===== src/hdl/lnd_pkg.sv =====
// Package for the line number delta/run encoder.
// Holds field widths, encoding constants, register indexes and the packed byte-group type.
// No dependencies.
`timescale 1ns / 1ps

package lnd_pkg;

    localparam int LINE_W  = 15;
    localparam int DELTA_W = 16;
    localparam int RUN_W   = 4;
    localparam int BYTE_W  = 8;
    localparam int CNT_W   = 2;
    localparam int MAX_BYTES = 3;

    localparam int APB_DW = 32;
    localparam int APB_AW = 3;

    // Register index of base_line (byte address 0).
    localparam logic REG_BASE_LINE = 1'b0;

    // Run count at which a pending pair is flushed even if the line is unchanged.
    localparam logic [RUN_W-1:0] RUN_MAX = 4'd8;

    // Deltas inside this window pack into a single byte.
    localparam logic signed [DELTA_W-1:0] SMALL_MIN = -16'sd7;
    localparam logic signed [DELTA_W-1:0] SMALL_MAX = 16'sd7;

    // Delta forced by an end item.
    localparam logic signed [DELTA_W-1:0] END_DELTA = 16'sd1;

    // Flag ORed into the count byte of the three-byte form.
    localparam logic [BYTE_W-1:0] ESC_FLAG = 8'h80;

    localparam logic [CNT_W-1:0] CNT_NONE  = 2'd0;
    localparam logic [CNT_W-1:0] CNT_SHORT = 2'd1;
    localparam logic [CNT_W-1:0] CNT_LONG  = 2'd3;

    // Bytes produced by one item; bytes[0] goes out first.
    typedef struct packed {
        logic [CNT_W-1:0]                    cnt;
        logic [MAX_BYTES-1:0][BYTE_W-1:0]    bytes;
    } t_pair;

endpackage


===== src/hdl/lnd_if.sv =====
// Valid/ready channel interfaces for the line number delta/run encoder.
// Depends on lnd_pkg for the field widths.
`timescale 1ns / 1ps

interface lnd_in_if;
    import lnd_pkg::*;

    logic              valid;
    logic              ready;
    logic [LINE_W-1:0] line_number;
    logic              is_end;

    modport source (output valid, output line_number, output is_end, input ready);
    modport sink   (input valid, input line_number, input is_end, output ready);
endinterface

interface lnd_out_if;
    import lnd_pkg::*;

    logic              valid;
    logic              ready;
    logic [BYTE_W-1:0] out_byte;
    logic              last;

    modport source (output valid, output out_byte, output last, input ready);
    modport sink   (input valid, input out_byte, input last, output ready);
endinterface


===== src/hdl/lnd_cfg.sv =====
// APB-style configuration register block holding base_line.
// Depends on lnd_pkg.
`timescale 1ns / 1ps

module lnd_cfg (
    input  logic                         i_clk,
    input  logic                         i_rst_n,
    input  logic                         psel,
    input  logic                         penable,
    input  logic                         pwrite,
    input  logic [lnd_pkg::APB_AW-1:0]   paddr,
    input  logic [lnd_pkg::APB_DW-1:0]   pwdata,
    output logic [lnd_pkg::APB_DW-1:0]   prdata,
    output logic                         pready,
    output logic [lnd_pkg::LINE_W-1:0]   o_base_line
);
    import lnd_pkg::*;

    logic              sel_base;
    logic [LINE_W-1:0] r_base_line;

    assign sel_base = (paddr[APB_AW-1] == REG_BASE_LINE);

    always_ff @(posedge i_clk) begin
        if (!i_rst_n) begin
            r_base_line <= '0;
        end else if (psel && penable && pwrite && sel_base) begin
            r_base_line <= pwdata[LINE_W-1:0];
        end
    end

    assign pready      = 1'b1;
    assign prdata      = sel_base ? {{(APB_DW-LINE_W){1'b0}}, r_base_line} : '0;
    assign o_base_line = r_base_line;

endmodule


===== src/hdl/lnd_core.sv =====
// Input register, pending-pair state and delta/run encoding logic.
// Depends on lnd_pkg and lnd_in_if.
`timescale 1ns / 1ps

module lnd_core (
    input  logic                        i_clk,
    input  logic                        i_rst_n,
    lnd_in_if.sink                      i_in,
    input  logic [lnd_pkg::LINE_W-1:0]  i_base_line,
    input  logic                        i_free,
    output logic                        o_load,
    output lnd_pkg::t_pair              o_pair
);
    import lnd_pkg::*;

    logic                       r_in_valid;
    logic [LINE_W-1:0]          r_line;
    logic                       r_end;

    logic [LINE_W-1:0]          r_prev;
    logic signed [DELTA_W-1:0]  r_delta;
    logic [RUN_W-1:0]           r_run;
    logic                       r_pend;

    logic [LINE_W-1:0]          n_prev;
    logic signed [DELTA_W-1:0]  n_delta;
    logic [RUN_W-1:0]           n_run;
    logic                       n_pend;

    logic                       step;
    logic [LINE_W-1:0]          cur;
    logic [LINE_W-1:0]          eff_prev;
    logic signed [DELTA_W-1:0]  delta;
    logic                       emit;
    logic                       short_form;

    assign step        = r_in_valid && i_free;
    assign i_in.ready  = !r_in_valid || i_free;

    always_comb begin
        cur        = (r_line == '0) ? i_base_line : r_line;
        eff_prev   = r_pend ? r_prev : i_base_line;
        delta      = r_end ? END_DELTA
                           : $signed({1'b0, cur}) - $signed({1'b0, eff_prev});
        emit       = r_pend && ((delta != '0) || (r_run >= RUN_MAX));
        short_form = (r_delta >= SMALL_MIN) && (r_delta <= SMALL_MAX);

        o_pair.bytes = '0;
        if (!emit) begin
            o_pair.cnt = CNT_NONE;
        end else if (short_form) begin
            o_pair.cnt      = CNT_SHORT;
            o_pair.bytes[0] = {r_delta[3:0], r_run};
        end else begin
            o_pair.cnt      = CNT_LONG;
            o_pair.bytes[0] = ESC_FLAG | {{(BYTE_W-RUN_W){1'b0}}, r_run};
            o_pair.bytes[1] = r_delta[DELTA_W-1:BYTE_W];
            o_pair.bytes[2] = r_delta[BYTE_W-1:0];
        end

        n_prev  = r_prev;
        n_delta = r_delta;
        n_run   = r_run;
        n_pend  = r_pend;
        if (!r_pend) begin
            if (!r_end) begin
                n_pend  = 1'b1;
                n_delta = delta;
                n_run   = '0;
                n_prev  = cur;
            end
        end else if (emit) begin
            n_run   = '0;
            n_delta = delta;
            n_prev  = cur;
        end else begin
            n_run = r_run + 1'b1;
        end
        if (r_end) begin
            n_pend  = 1'b0;
            n_delta = '0;
            n_run   = '0;
        end
    end

    assign o_load = step;

    always_ff @(posedge i_clk) begin
        if (!i_rst_n) begin
            r_in_valid <= 1'b0;
            r_pend     <= 1'b0;
            r_delta    <= '0;
            r_run      <= '0;
            r_prev     <= '0;
        end else begin
            if (i_in.valid && i_in.ready) begin
                r_in_valid <= 1'b1;
            end else if (step) begin
                r_in_valid <= 1'b0;
            end
            if (step) begin
                r_pend  <= n_pend;
                r_delta <= n_delta;
                r_run   <= n_run;
                r_prev  <= n_prev;
            end
        end
    end

    always_ff @(posedge i_clk) begin
        if (i_in.valid && i_in.ready) begin
            r_line <= i_in.line_number;
            r_end  <= i_in.is_end;
        end
    end

endmodule


===== src/hdl/lnd_obuf.sv =====
// Output byte buffer: holds up to three encoded bytes and shifts them out one per transfer.
// Depends on lnd_pkg and lnd_out_if.
`timescale 1ns / 1ps

module lnd_obuf (
    input  logic                i_clk,
    input  logic                i_rst_n,
    input  logic                i_load,
    input  lnd_pkg::t_pair      i_pair,
    output logic                o_free,
    lnd_out_if.source           o_out
);
    import lnd_pkg::*;

    logic [MAX_BYTES-1:0][BYTE_W-1:0] r_bytes;
    logic [CNT_W-1:0]                 r_cnt;
    logic                             fire;

    assign fire   = (r_cnt != CNT_NONE) && o_out.ready;
    assign o_free = (r_cnt == CNT_NONE) || ((r_cnt == CNT_SHORT) && o_out.ready);

    assign o_out.valid    = (r_cnt != CNT_NONE);
    assign o_out.out_byte = r_bytes[0];
    assign o_out.last     = (r_cnt == CNT_SHORT);

    always_ff @(posedge i_clk) begin
        if (!i_rst_n) begin
            r_cnt <= CNT_NONE;
        end else if (i_load) begin
            r_cnt <= i_pair.cnt;
        end else if (fire) begin
            r_cnt <= r_cnt - 1'b1;
        end
    end

    always_ff @(posedge i_clk) begin
        if (i_load) begin
            r_bytes <= i_pair.bytes;
        end else if (fire) begin
            r_bytes <= {{BYTE_W{1'b0}}, r_bytes[MAX_BYTES-1:1]};
        end
    end

endmodule


===== src/hdl/line_number_delta_run_encoder.sv =====
// Top level of the line number delta/run encoder.
// Depends on lnd_pkg, lnd_in_if, lnd_out_if, lnd_cfg, lnd_core and lnd_obuf.
`timescale 1ns / 1ps

//  Channel | Direction | Payload                     | Handshake
//  --------+-----------+-----------------------------+----------------------
//  i_in    | in        | line_number[14:0], is_end   | valid/ready
//  o_out   | out       | out_byte[7:0], last         | valid/ready
//  APB     | in/out    | base_line at byte address 0 | psel/penable, pready=1
//
// An item waits in the input register until the buffer is free; its bytes are then
// loaded and appear on o_out in the cycle after. Items that yield no byte or one
// byte stream at one per cycle while o_out is ready. An item that flushes an
// escaped delta holds back the next one while the byte-wide output buffer drains
// its three bytes. Reset (synchronous, active low) clears the pending pair, the
// run count, the buffer and base_line. A stall on o_out holds the buffer and,
// once it is full, the input register, which then drops i_in.ready.

module line_number_delta_run_encoder (
    input  logic                        i_clk,
    input  logic                        i_rst_n,
    lnd_in_if.sink                      i_in,
    lnd_out_if.source                   o_out,
    input  logic                        psel,
    input  logic                        penable,
    input  logic                        pwrite,
    input  logic [lnd_pkg::APB_AW-1:0]  paddr,
    input  logic [lnd_pkg::APB_DW-1:0]  pwdata,
    output logic [lnd_pkg::APB_DW-1:0]  prdata,
    output logic                        pready
);
    import lnd_pkg::*;

    logic [LINE_W-1:0] base_line;
    logic              free;
    logic              load;
    t_pair             pair;

    // The base_line register; the user must change it only while the encoder is idle, as the block does not enforce it.
    lnd_cfg u_cfg (
        .i_clk       (i_clk),
        .i_rst_n     (i_rst_n),
        .psel        (psel),
        .penable     (penable),
        .pwrite      (pwrite),
        .paddr       (paddr),
        .pwdata      (pwdata),
        .prdata      (prdata),
        .pready      (pready),
        .o_base_line (base_line)
    );

    // The core keeps the previous line, the pending delta and the run count.
    // It processes its registered item whenever the buffer can take the
    // resulting bytes, and hands them over as one group.
    lnd_core u_core (
        .i_clk       (i_clk),
        .i_rst_n     (i_rst_n),
        .i_in        (i_in),
        .i_base_line (base_line),
        .i_free      (free),
        .o_load      (load),
        .o_pair      (pair)
    );

    // The buffer presents the bytes one transfer at a time and marks the
    // final byte of each group with last.
    lnd_obuf u_obuf (
        .i_clk   (i_clk),
        .i_rst_n (i_rst_n),
        .i_load  (load),
        .i_pair  (pair),
        .o_free  (free),
        .o_out   (o_out)
    );

endmodule


===== src/flat_wrapper.sv =====
// flat-port wrapper written by rule: the top's interface ports become plain ports
module line_number_delta_run_encoder_flat import lnd_pkg::*;
  (i_clk, i_rst_n, psel, penable, pwrite, paddr, pwdata, prdata, pready, i_in_valid, i_in_line_number, i_in_is_end, i_in_ready, o_out_valid, o_out_out_byte, o_out_last, o_out_ready);
  lnd_in_if i_in_i ();
  lnd_out_if o_out_i ();
  input  logic i_clk;
  input  logic i_rst_n;
  input  logic psel;
  input  logic penable;
  input  logic pwrite;
  input  logic [lnd_pkg::APB_AW-1:0] paddr;
  input  logic [lnd_pkg::APB_DW-1:0] pwdata;
  output logic [lnd_pkg::APB_DW-1:0] prdata;
  output logic pready;
  input wire logic [$bits(i_in_i.valid)-1:0] i_in_valid;
  input wire logic [$bits(i_in_i.line_number)-1:0] i_in_line_number;
  input wire logic [$bits(i_in_i.is_end)-1:0] i_in_is_end;
  output wire logic [$bits(i_in_i.ready)-1:0] i_in_ready;
  output wire logic [$bits(o_out_i.valid)-1:0] o_out_valid;
  output wire logic [$bits(o_out_i.out_byte)-1:0] o_out_out_byte;
  output wire logic [$bits(o_out_i.last)-1:0] o_out_last;
  input wire logic [$bits(o_out_i.ready)-1:0] o_out_ready;
  assign i_in_i.valid = i_in_valid;
  assign i_in_i.line_number = i_in_line_number;
  assign i_in_i.is_end = i_in_is_end;
  assign i_in_ready = i_in_i.ready;
  assign o_out_valid = o_out_i.valid;
  assign o_out_out_byte = o_out_i.out_byte;
  assign o_out_last = o_out_i.last;
  assign o_out_i.ready = o_out_ready;
  line_number_delta_run_encoder u_core (.i_clk(i_clk), .i_rst_n(i_rst_n), .i_in(i_in_i), .o_out(o_out_i), .psel(psel), .penable(penable), .pwrite(pwrite), .paddr(paddr), .pwdata(pwdata), .prdata(prdata), .pready(pready));
endmodule

===== config.mk =====
export PLATFORM = sky130hd
export DESIGN_NAME = line_number_delta_run_encoder_flat
export DESIGN_NICKNAME = d
export VERILOG_FILES = /design/src/hdl/lnd_pkg.sv /design/src/hdl/lnd_if.sv /design/src/hdl/lnd_cfg.sv /design/src/hdl/lnd_core.sv /design/src/hdl/lnd_obuf.sv /design/src/hdl/line_number_delta_run_encoder.sv /design/src/flat_wrapper.sv
export SDC_FILE = /design/constraint.sdc
export NUM_CORES = 1
export LEC_CHECK = 0
export ABC_AREA = 1
export BUFFER_PORTS_ARGS = -buffer_cell sky130_fd_sc_hd__clkbuf_2
export CORE_ASPECT_RATIO = 0.8
export CORE_MARGIN = 5
export CORE_UTILIZATION = 52
export CTS_CLUSTER_DIAMETER = 100
export DETAILED_ROUTE_END_ITERATION = 12
export GPL_ROUTABILITY_DRIVEN = 1
export PLACE_DENSITY = 0.76
export REMOVE_ABC_BUFFERS = 1
export SYNTH_ARGS = -nofsm -noshare
export SYNTH_HDL_FRONTEND = slang
export SYNTH_SLANG_ARGS = --single-unit

===== constraint.sdc =====
create_clock -name i_clk -period 7 [get_ports i_clk]
set_clock_uncertainty 0.1 [all_clocks]
set_input_delay 1.05 -clock i_clk [delete_from_list [all_inputs] [get_ports i_clk]]
set_output_delay 1.05 -clock i_clk [all_outputs]
set_load 0.01 [all_outputs]

==> summary.txt, run 1 <==
Timing
  • Fmax: 221 MHz
  • Slew headroom: 0.336
  • RSZ-0062 raised after global routing: false
  • Least-Margin Pin Slew: 0.993 ns
  • Crit share post-route: 0.647
  • Final min period: 4.53 ns
  • Hold Violations, Final: 0
  • Slew Limit Fails: 0
  • Setup TNS Final: 0 ns
  • Final setup fails: 0

Global routing
  • Vias in the first global route: 4,565
  • Initial antenna violation count: 0
  • GRT Overall Usage: 0.205
  • Global-route wire length before repair: 20.3 mm
  • Grt total ovfl: 0
  • Largest net degree at the start of global routing: 53

Yosys
  • YS warnings: 0
  • Distinct cells, synth: 39
  • Ys flop type: dfxtp_1
  • Mapped Area: 5330 µm²
  • Register area share after synthesis: 0.428
  • Mean Syn Cell Area: 7.41 µm²
  • Synth Instances: 719
  • Post-synth EDFFs: 40
  • Synth async-reset ratio: 0
  • FF+latch count, synth: 94

Setup path
  • Critical path's slowest cell: edfxtp_1
  • Max FO, Critical Path: 32
  • R2R depth: 26
  • FF-to-FF End: u_core.u_core.r_prev[1]
  • CP bufs+invs: 2
  • CP required: 7.14 ns
  • Origin of the critical flop-to-flop path: u_core.u_core.r_line[0]
  • Worst path depth: 26
  • CP dominant cell by count: nand2_1
  • CP delay by family, top: simple AND/OR/NAND/NOR gates
  • Worst Path Arrival: 4.67 ns
  • Startpoint Class: flip-flop
  • WS Path Type: reg2reg
  • Critical Path End Type: flip-flop
  • Reg2reg setup slack: 2.47 ns
  • Crit path largest cell delay: 0.41 ns

Worst hold path
  • WHS Endpoint: u_core.u_core.r_delta[5]
  • Hold_sp: u_core.u_core.r_delta[5]
  • Min-Delay Path Class: reg2reg
  • Hold depth: 2

Floorplanning
  • Initial Utilization: 0.527
  • I/O pin count: 102
  • Core Region: 10,100 µm²
  • Die H: 101 µm
  • Total die area: 12,400 µm²
  • Floorplan row count: 33
  • Die width: 123 µm

Placement
  • Port bufs: 64
  • Placed Area: 5570 µm²
  • Hpwl dp: 8.74 mm
  • RD Place Congestion: 0.914

Clock network
  • CTS HTree Levels: 3
  • Clock Tree Root: clkbuf_16
  • CTS tree: yes
  • Setup Buffers After CTS: 0
  • CTS max path bufs: 2
  • Reg clk slew, reported paths: 0.07 ns
  • CTS sink cnt: 94
  • Hold Buf Count CTS: 0
  • Skew-Pair Late Insertion Delay: 0.35 ns
  • Cts bufs inserted: 9
  • Post-CTS Resized: 0

Detailed routing
  • Initial DRC Count: 382
  • Routed Antenna Nets: 0
  • Vias per cell: 5.14
  • DR DRC count: 0
  • Routed WL per cell: 13.3 µm
  • Vias: 4,654
  • Final WL: 12.0 mm
  • Detailed Routing Iterations Pass 1: 5

Cells and area
  • Final #Nets: 836
  • FILL cells: 951
  • Commonest non-fill, non-tap cell in the layout: nand2_1
  • Share of cells above drive strength 1: 0.132
  • Most frequent cells in the layout: nand2_1 (142), nor2_1 (102), inv_1 (96)
  • Number of antenna diodes: 0
  • Area growth from synthesis to layout: 10.5%
  • Cell area after layout: 5890 µm²

Run
  • Maximum capacitance violations: 0

Power and ir drop
  • Leak: 2.67 nW
  • PwrDens: 331 nW/µm²
  • Maximum ir drop on the vdd rail: 0.000156 V

Status
  • Outcome: completed
Yosys cell counts, types with 4 or more instances:
master,instances,share of area
ha_1,17,0.040
clkbuf_1,18,0.013
dfxtp_1,54,0.20
nand2_1,142,0.10
nor3_1,4,0.0038
nand3b_1,6,0.0085
a21oi_1,49,0.046
buf_4,29,0.041
nand3_1,52,0.049
inv_1,96,0.068
o21ai_0,49,0.046
o21ai_1,4,0.0038
o21bai_1,8,0.011
nor2_1,102,0.072
edfxtp_1,40,0.23
nand4_1,10,0.012
tightest hold or removal path, stage by stage (launching register included):
cell and delay (ns):
dfxtp_1 0.33, nor2_1 0.05, nor2_1 0.07
sequential cells by signal, indices dropped and copies added, names as in the netlist:
name                          count
u_core.u_obuf.o_out.out_byte      8
u_core.u_core.r_line             15
u_core.u_core.r_in_valid          1
u_core.u_core.r_end               1
u_core.u_core.r_delta            16
u_core.u_obuf.r_bytes            16
u_core.u_obuf.r_cnt               2
u_core.u_cfg.o_base_line         15
u_core.u_core.r_run               4
u_core.u_core.r_prev             15
u_core.u_core.r_pend              1
layout make-up:
| type | count | area, µm² | share of cell area |
|---|---|---|---|
| well taps | 140 | 175 | 0.0298 |
| clock inverters | 6 | 85.1 | 0.0145 |
| multi-input cells | 489 | 2400 | 0.407 |
| repair buffers | 67 | 343 | 0.0582 |
| inverters | 99 | 374 | 0.0635 |
| clock buffers | 10 | 229 | 0.0389 |
| flip-flops and latches | 94 | 2280 | 0.388 |
power breakdown:
| part | internal, W | leakage (nW) | total [W] | switching (W) |
|---|---|---|---|---|
| Clock | 0.000312 | 0.157 | 0.000518 | 0.000205 |
| Combinational | 0.000218 | 1.69 | 0.000649 | 0.000432 |
| Sequential | 0.000732 | 0.830 | 0.000785 | 0.0000526 |
per-stage QoR:
stage               utilization  power (W)  hold WS, ns  worst slack, ns  std cells
floorplan                     -    0.00125        0.340             3.41        682
global placement          0.551    0.00141        0.359             2.75        889
detailed placement        0.551    0.00144        0.368             2.58        889
CTS                       0.582    0.00196        0.385             2.52        905
global route              0.582    0.00210        0.415             2.06        905
finish                    0.582    0.00195        0.383             2.47        905
layer usage:
metal  GRT usage  vias to the layer above  part of all wire
met2       0.338                      135              0.46
met1       0.270                     2154              0.46
met5           0                        -                 0
li1            -                     2348                 -
met3      0.0550                       17             0.064
met4      0.0511                        0             0.013
kinds of logic (layout without fill, tap and decap cells):
| logic type | count (synthesis) | in the layout | synth area share |
|---|---|---|---|
| simple gates | 334 | 334 | 0.273 |
| compound gates | 118 | 118 | 0.119 |
| xor+xnor | 1 | 1 | 0.00164 |
| flops | 94 | 94 | 0.428 |
| other cells | 2 | 18 | 0.00141 |
| buf+inv | 152 | 182 | 0.133 |
| fa+ha+maj | 18 | 18 | 0.0437 |
worst max path at each step:
stage / endpoint / slack [ns] / start
floorplan: u_core.u_core.r_prev[1] / 3.41 / o_out_ready
global placement: u_core.u_core.r_prev[10] / 2.75 / u_core.u_core.r_line[0]
detailed placement: u_core.u_core.r_prev[10] / 2.58 / u_core.u_core.r_line[0]
CTS: u_core.u_core.r_prev[1] / 2.52 / u_core.u_core.r_line[0]
global route: u_core.u_core.r_prev[1] / 2.06 / u_core.u_core.r_line[0]
finish: u_core.u_core.r_prev[1] / 2.47 / u_core.u_core.r_line[0]
(Power assumes the default switching activity.)
==> run 2: changes to the inputs <==
ABC_AREA = 0   (was 1)
clock period = 4.3 ns   (was 7 ns; I/O delays follow)
==> summary.txt, run 2 <==
Timing
  • Hold Violations, Final: 0 (unchanged)
  • Slew Limit Fails: 0 (unchanged)
  • Fmax: 227 MHz (was 221 MHz)
  • Setup TNS Final: -2.70 ns (was 0 ns)
  • Slew headroom: 0.326 (was 0.336)
  • Final setup fails: 49 (was 0)
  • Final min period: 4.41 ns (was 4.53 ns)
  • RSZ-0062 raised after global routing: true (was false)
  • Least-Margin Pin Slew: 1.01 ns (was 0.993 ns)
  • Crit share post-route: 1.03 (was 0.647)
  • Final setup margin: -0.110 ns (was 2.47 ns)

Yosys
  • Synth async-reset ratio: 0 (unchanged)
  • Compound-Gate Fraction of Synth Area: 0.149 (was 0.119)
  • Largest family of logic cells by synthesized area: simple AND/OR/NAND/NOR gates (unchanged)
  • Post-synth EDFFs: 40 (unchanged)
  • FF+latch count, synth: 94 (unchanged)
  • Top cells by count, synth: nand2_1 (93), dfxtp_1 (54), edfxtp_1 (40), mux2i_1 (40) (was nand2_1 (142), nor2_1 (102), inv_1 (96), dfxtp_1 (54), nand3_1 (52))
  • Leading area contributor after synthesis: edfxtp_1 (unchanged)
  • Post-synthesis adder-cell area fraction: 0.0442 (was 0.0437)
  • Post-synthesis mux area share: 0.0853 (was 0)
  • Simple logic cell fraction of the synthesized area: 0.193 (was 0.273)
  • Ys flop type: dfxtp_1 (unchanged)
  • Synth Instances: 544 (was 719)
  • Dominant cells by area after synthesis: edfxtp_1 (23%), dfxtp_1 (21%), mux2i_1 (7.6%) (was edfxtp_1 (23%), dfxtp_1 (20%), nand2_1 (10%))
  • Register area share after synthesis: 0.433 (was 0.428)
  • YS warnings: 0 (unchanged)
  • Post-synthesis xor/xnor area fraction: 0.0233 (was 0.00164)
  • Mapped Area: 5270 µm² (was 5330 µm²)
  • Mean Syn Cell Area: 9.69 µm² (was 7.41 µm²)
  • Cell with the most instances after synthesis: nand2_1 (unchanged)
  • Synth top area share: 0.228 (was 0.225)
  • Distinct cells, synth: 68 (was 39)

Status
  • Failing checks: negative setup slack
  • Outcome: complete, but fails checks (was completed)

Setup path
  • CP dominant cell by count: buf_6 (was nand2_1)
  • CP required: 4.30 ns (was 7.14 ns)
  • WS Path Type: reg2reg (unchanged)
  • Critical Path End Type: flip-flop (unchanged)
  • CP delay by family, top: simple AND/OR/NAND/NOR gates (unchanged)
  • Crit path largest cell delay: 0.61 ns (was 0.41 ns)
  • Startpoint Class: flip-flop (unchanged)
  • Max FO, Critical Path: 7 (was 32)
  • CP bufs+invs: 4 (was 2)
  • Crit-path cells: nor4_2 -> buf_4 -> and4_4 -> a21oi_4 -> ha_4 -> buf_6 -> fa_2 -> nand2b_4 -> a21oi_4 -> buf_6 -> o21ai_2 -> xor2_1 -> o21ai_1 -> or4_4 -> nor3b_4 -> buf_6 -> nor2_4 -> a32o_1
  • Worst Path Arrival: 4.41 ns (was 4.67 ns)
  • Critical path's slowest cell: or4_4 (was edfxtp_1)

Placement
  • Port bufs: 64 (unchanged)
  • Hpwl dp: 9.04 mm (was 8.74 mm)
  • Placed Area: 5990 µm² (was 5570 µm²)
  • RD Place Congestion: 0.904 (was 0.914)

Floorplanning
  • Core Region: 9770 µm² (was 10,100 µm²)
  • Die width: 123 µm (about the same)
  • Floorplan row count: 32 (was 33)
  • Initial Utilization: 0.539 (was 0.527)
  • Total die area: 12,300 µm² (was 12,400 µm²)
  • Die H: 100 µm (was 101 µm)
  • I/O pin count: 102 (unchanged)

Run
  • Maximum capacitance violations: 0 (unchanged)

Cells and area
  • Area growth from synthesis to layout: 27.7% (was 10.5%)
  • Largest regs: u_core.u_core.r_delta: 16 flops, u_core.u_obuf.r_bytes: 16 flops (unchanged)
  • Cell area after layout: 6730 µm² (was 5890 µm²)
  • Multi-input gate area: 2940 µm² (was 2400 µm²)
  • Number of antenna diodes: 0 (unchanged)
  • FILL cells: 727 (was 951)
  • Final #Nets: 737 (was 836)
  • Most frequent cells in the layout: nand2_1 (93), buf_4 (66), clkbuf_2 (64) (was nand2_1 (142), nor2_1 (102), inv_1 (96))
  • Commonest non-fill, non-tap cell in the layout: nand2_1 (unchanged)
  • Share of cells above drive strength 1: 0.306 (was 0.132)
  • Register area: 2280 µm² (unchanged)

Global routing
  • Grt total ovfl: 0 (unchanged)
  • Largest net degree at the start of global routing: 46 (was 53)
  • Vias in the first global route: 4,453 (was 4,565)
  • Initial antenna violation count: 0 (unchanged)
  • GRT Overall Usage: 0.217 (was 0.205)
  • Global-route wire length before repair: 21.3 mm (was 20.3 mm)

Clock network
  • Skew-Pair Late Insertion Delay: 0.34 ns (was 0.35 ns)
  • Cts bufs inserted: 9 (unchanged)
  • Reg clk slew, reported paths: 0.07 ns (about the same)
  • CTS max path bufs: 2 (unchanged)
  • CTS HTree Levels: 3 (unchanged)
  • CTS sink cnt: 94 (unchanged)
  • Clock Tree Root: clkbuf_16 (unchanged)
  • CTS tree: yes (unchanged)

Detailed routing
  • Vias per cell: 5.58 (was 5.14)
  • Detailed Routing Iterations Pass 1: 5 (unchanged)
  • DR DRC count: 0 (unchanged)
  • Final WL: 13.2 mm (was 12.0 mm)
  • Routed Antenna Nets: 0 (unchanged)
  • Routed WL per cell: 16.5 µm (was 13.3 µm)
  • Vias: 4,477 (was 4,654)
  • Initial DRC Count: 367 (was 382)

Worst hold path
  • Min-Delay Path Class: reg2reg (unchanged)

Power and ir drop
  • Maximum ir drop on the vdd rail: 0.000203 V (was 0.000156 V)
  • Leak: 2.81 nW (was 2.67 nW)
  • PwrDens: 381 nW/µm² (was 331 nW/µm²)
## run 2: worst min-delay path, cell delays in order, from the launching register on
cell and delay [ns]:
dfxtp_1 0.31, nand2_1 0.05, mux2i_1 0.05
## run 2: per-stage QoR
| step | power (W) | instances | worst slack, ns | utilization | hold WS, ns |
|---|---|---|---|---|---|
| final | 0.00257 | 802 | -0.110 | 0.689 | 0.364 |
| after global routing | 0.00268 | 802 | -0.284 | 0.689 | 0.359 |
| after floorplan | 0.00145 | 508 | -0.612 | - | 0.334 |
| after global placement | 0.00166 | 771 | -0.490 | 0.613 | 0.342 |
| after detailed placement | 0.00168 | 771 | -0.599 | 0.613 | 0.355 |
| after CTS | 0.00253 | 797 | -0.0589 | 0.669 | 0.360 |
## run 2: repair_timing
| action | CTS | global route |
|---|---|---|
| endpoints found under the setup margin | 60 | 60 |
| cloned | 0 | 1 |
| pin swaps | 28 | 20 |
| setup buffers | 12 | 4 |
| resized for setup | 41 | 24 |
| hold buffers | 0 | 0 |
## run 2: kinds of logic after synthesis
| group | Yosys count |
|---|---|
| xor gates and xnor gates | 14 |
| buffers and inverters | 65 |
| other | 2 |
| adders and majority gates | 18 |
| DFF | 94 |
| muxes | 44 |
| AOI/OAI and AO/OA | 107 |
| and+or+nand+nor | 200 |
## run 2: final timing paths
| path | endpoint | cells past startpoint | start | slack (ns) |
|---|---|---|---|---|
| worst max-delay path | u_core.u_obuf.o_out.out_byte[5] | 18 | u_core.u_core.r_line[9] | -0.11 |
| worst min-delay path | u_core.u_core.r_prev[3] | 2 | u_core.u_core.r_prev[3] | 0.36 |
| worst max register to register | u_core.u_obuf.o_out.out_byte[5] | 18 | u_core.u_core.r_line[9] | -0.11 |
| worst min register to register | u_core.u_core.r_prev[3] | 2 | u_core.u_core.r_prev[3] | 0.36 |
## run 2: final cells by class
cell class,instances,area share
inverters,13,0.00725
clock buffers,11,0.0361
well taps,136,0.0253
clock inverters,5,0.00855
flip-flops and latches,94,0.339
repair buffers,142,0.147
multi-input cells,401,0.437
## run 2: power by group
part | switching (W) | total [W] | internal [W]
clock network | 0.000342 | 0.000809 | 0.000467
registers | 0.0000530 | 0.00109 | 0.00104
logic | 0.000352 | 0.000663 | 0.000311
total | 0.000747 | 0.00257 | 0.00182
## run 2: routing by layer
layer,track usage,wire [µm],vias to the layer above
met2,0.360,6360,151
li1,-,-,2147
met1,0.289,5910,2158
met4,0.0577,193,0
met5,0,0,-
met3,0.0439,766,21
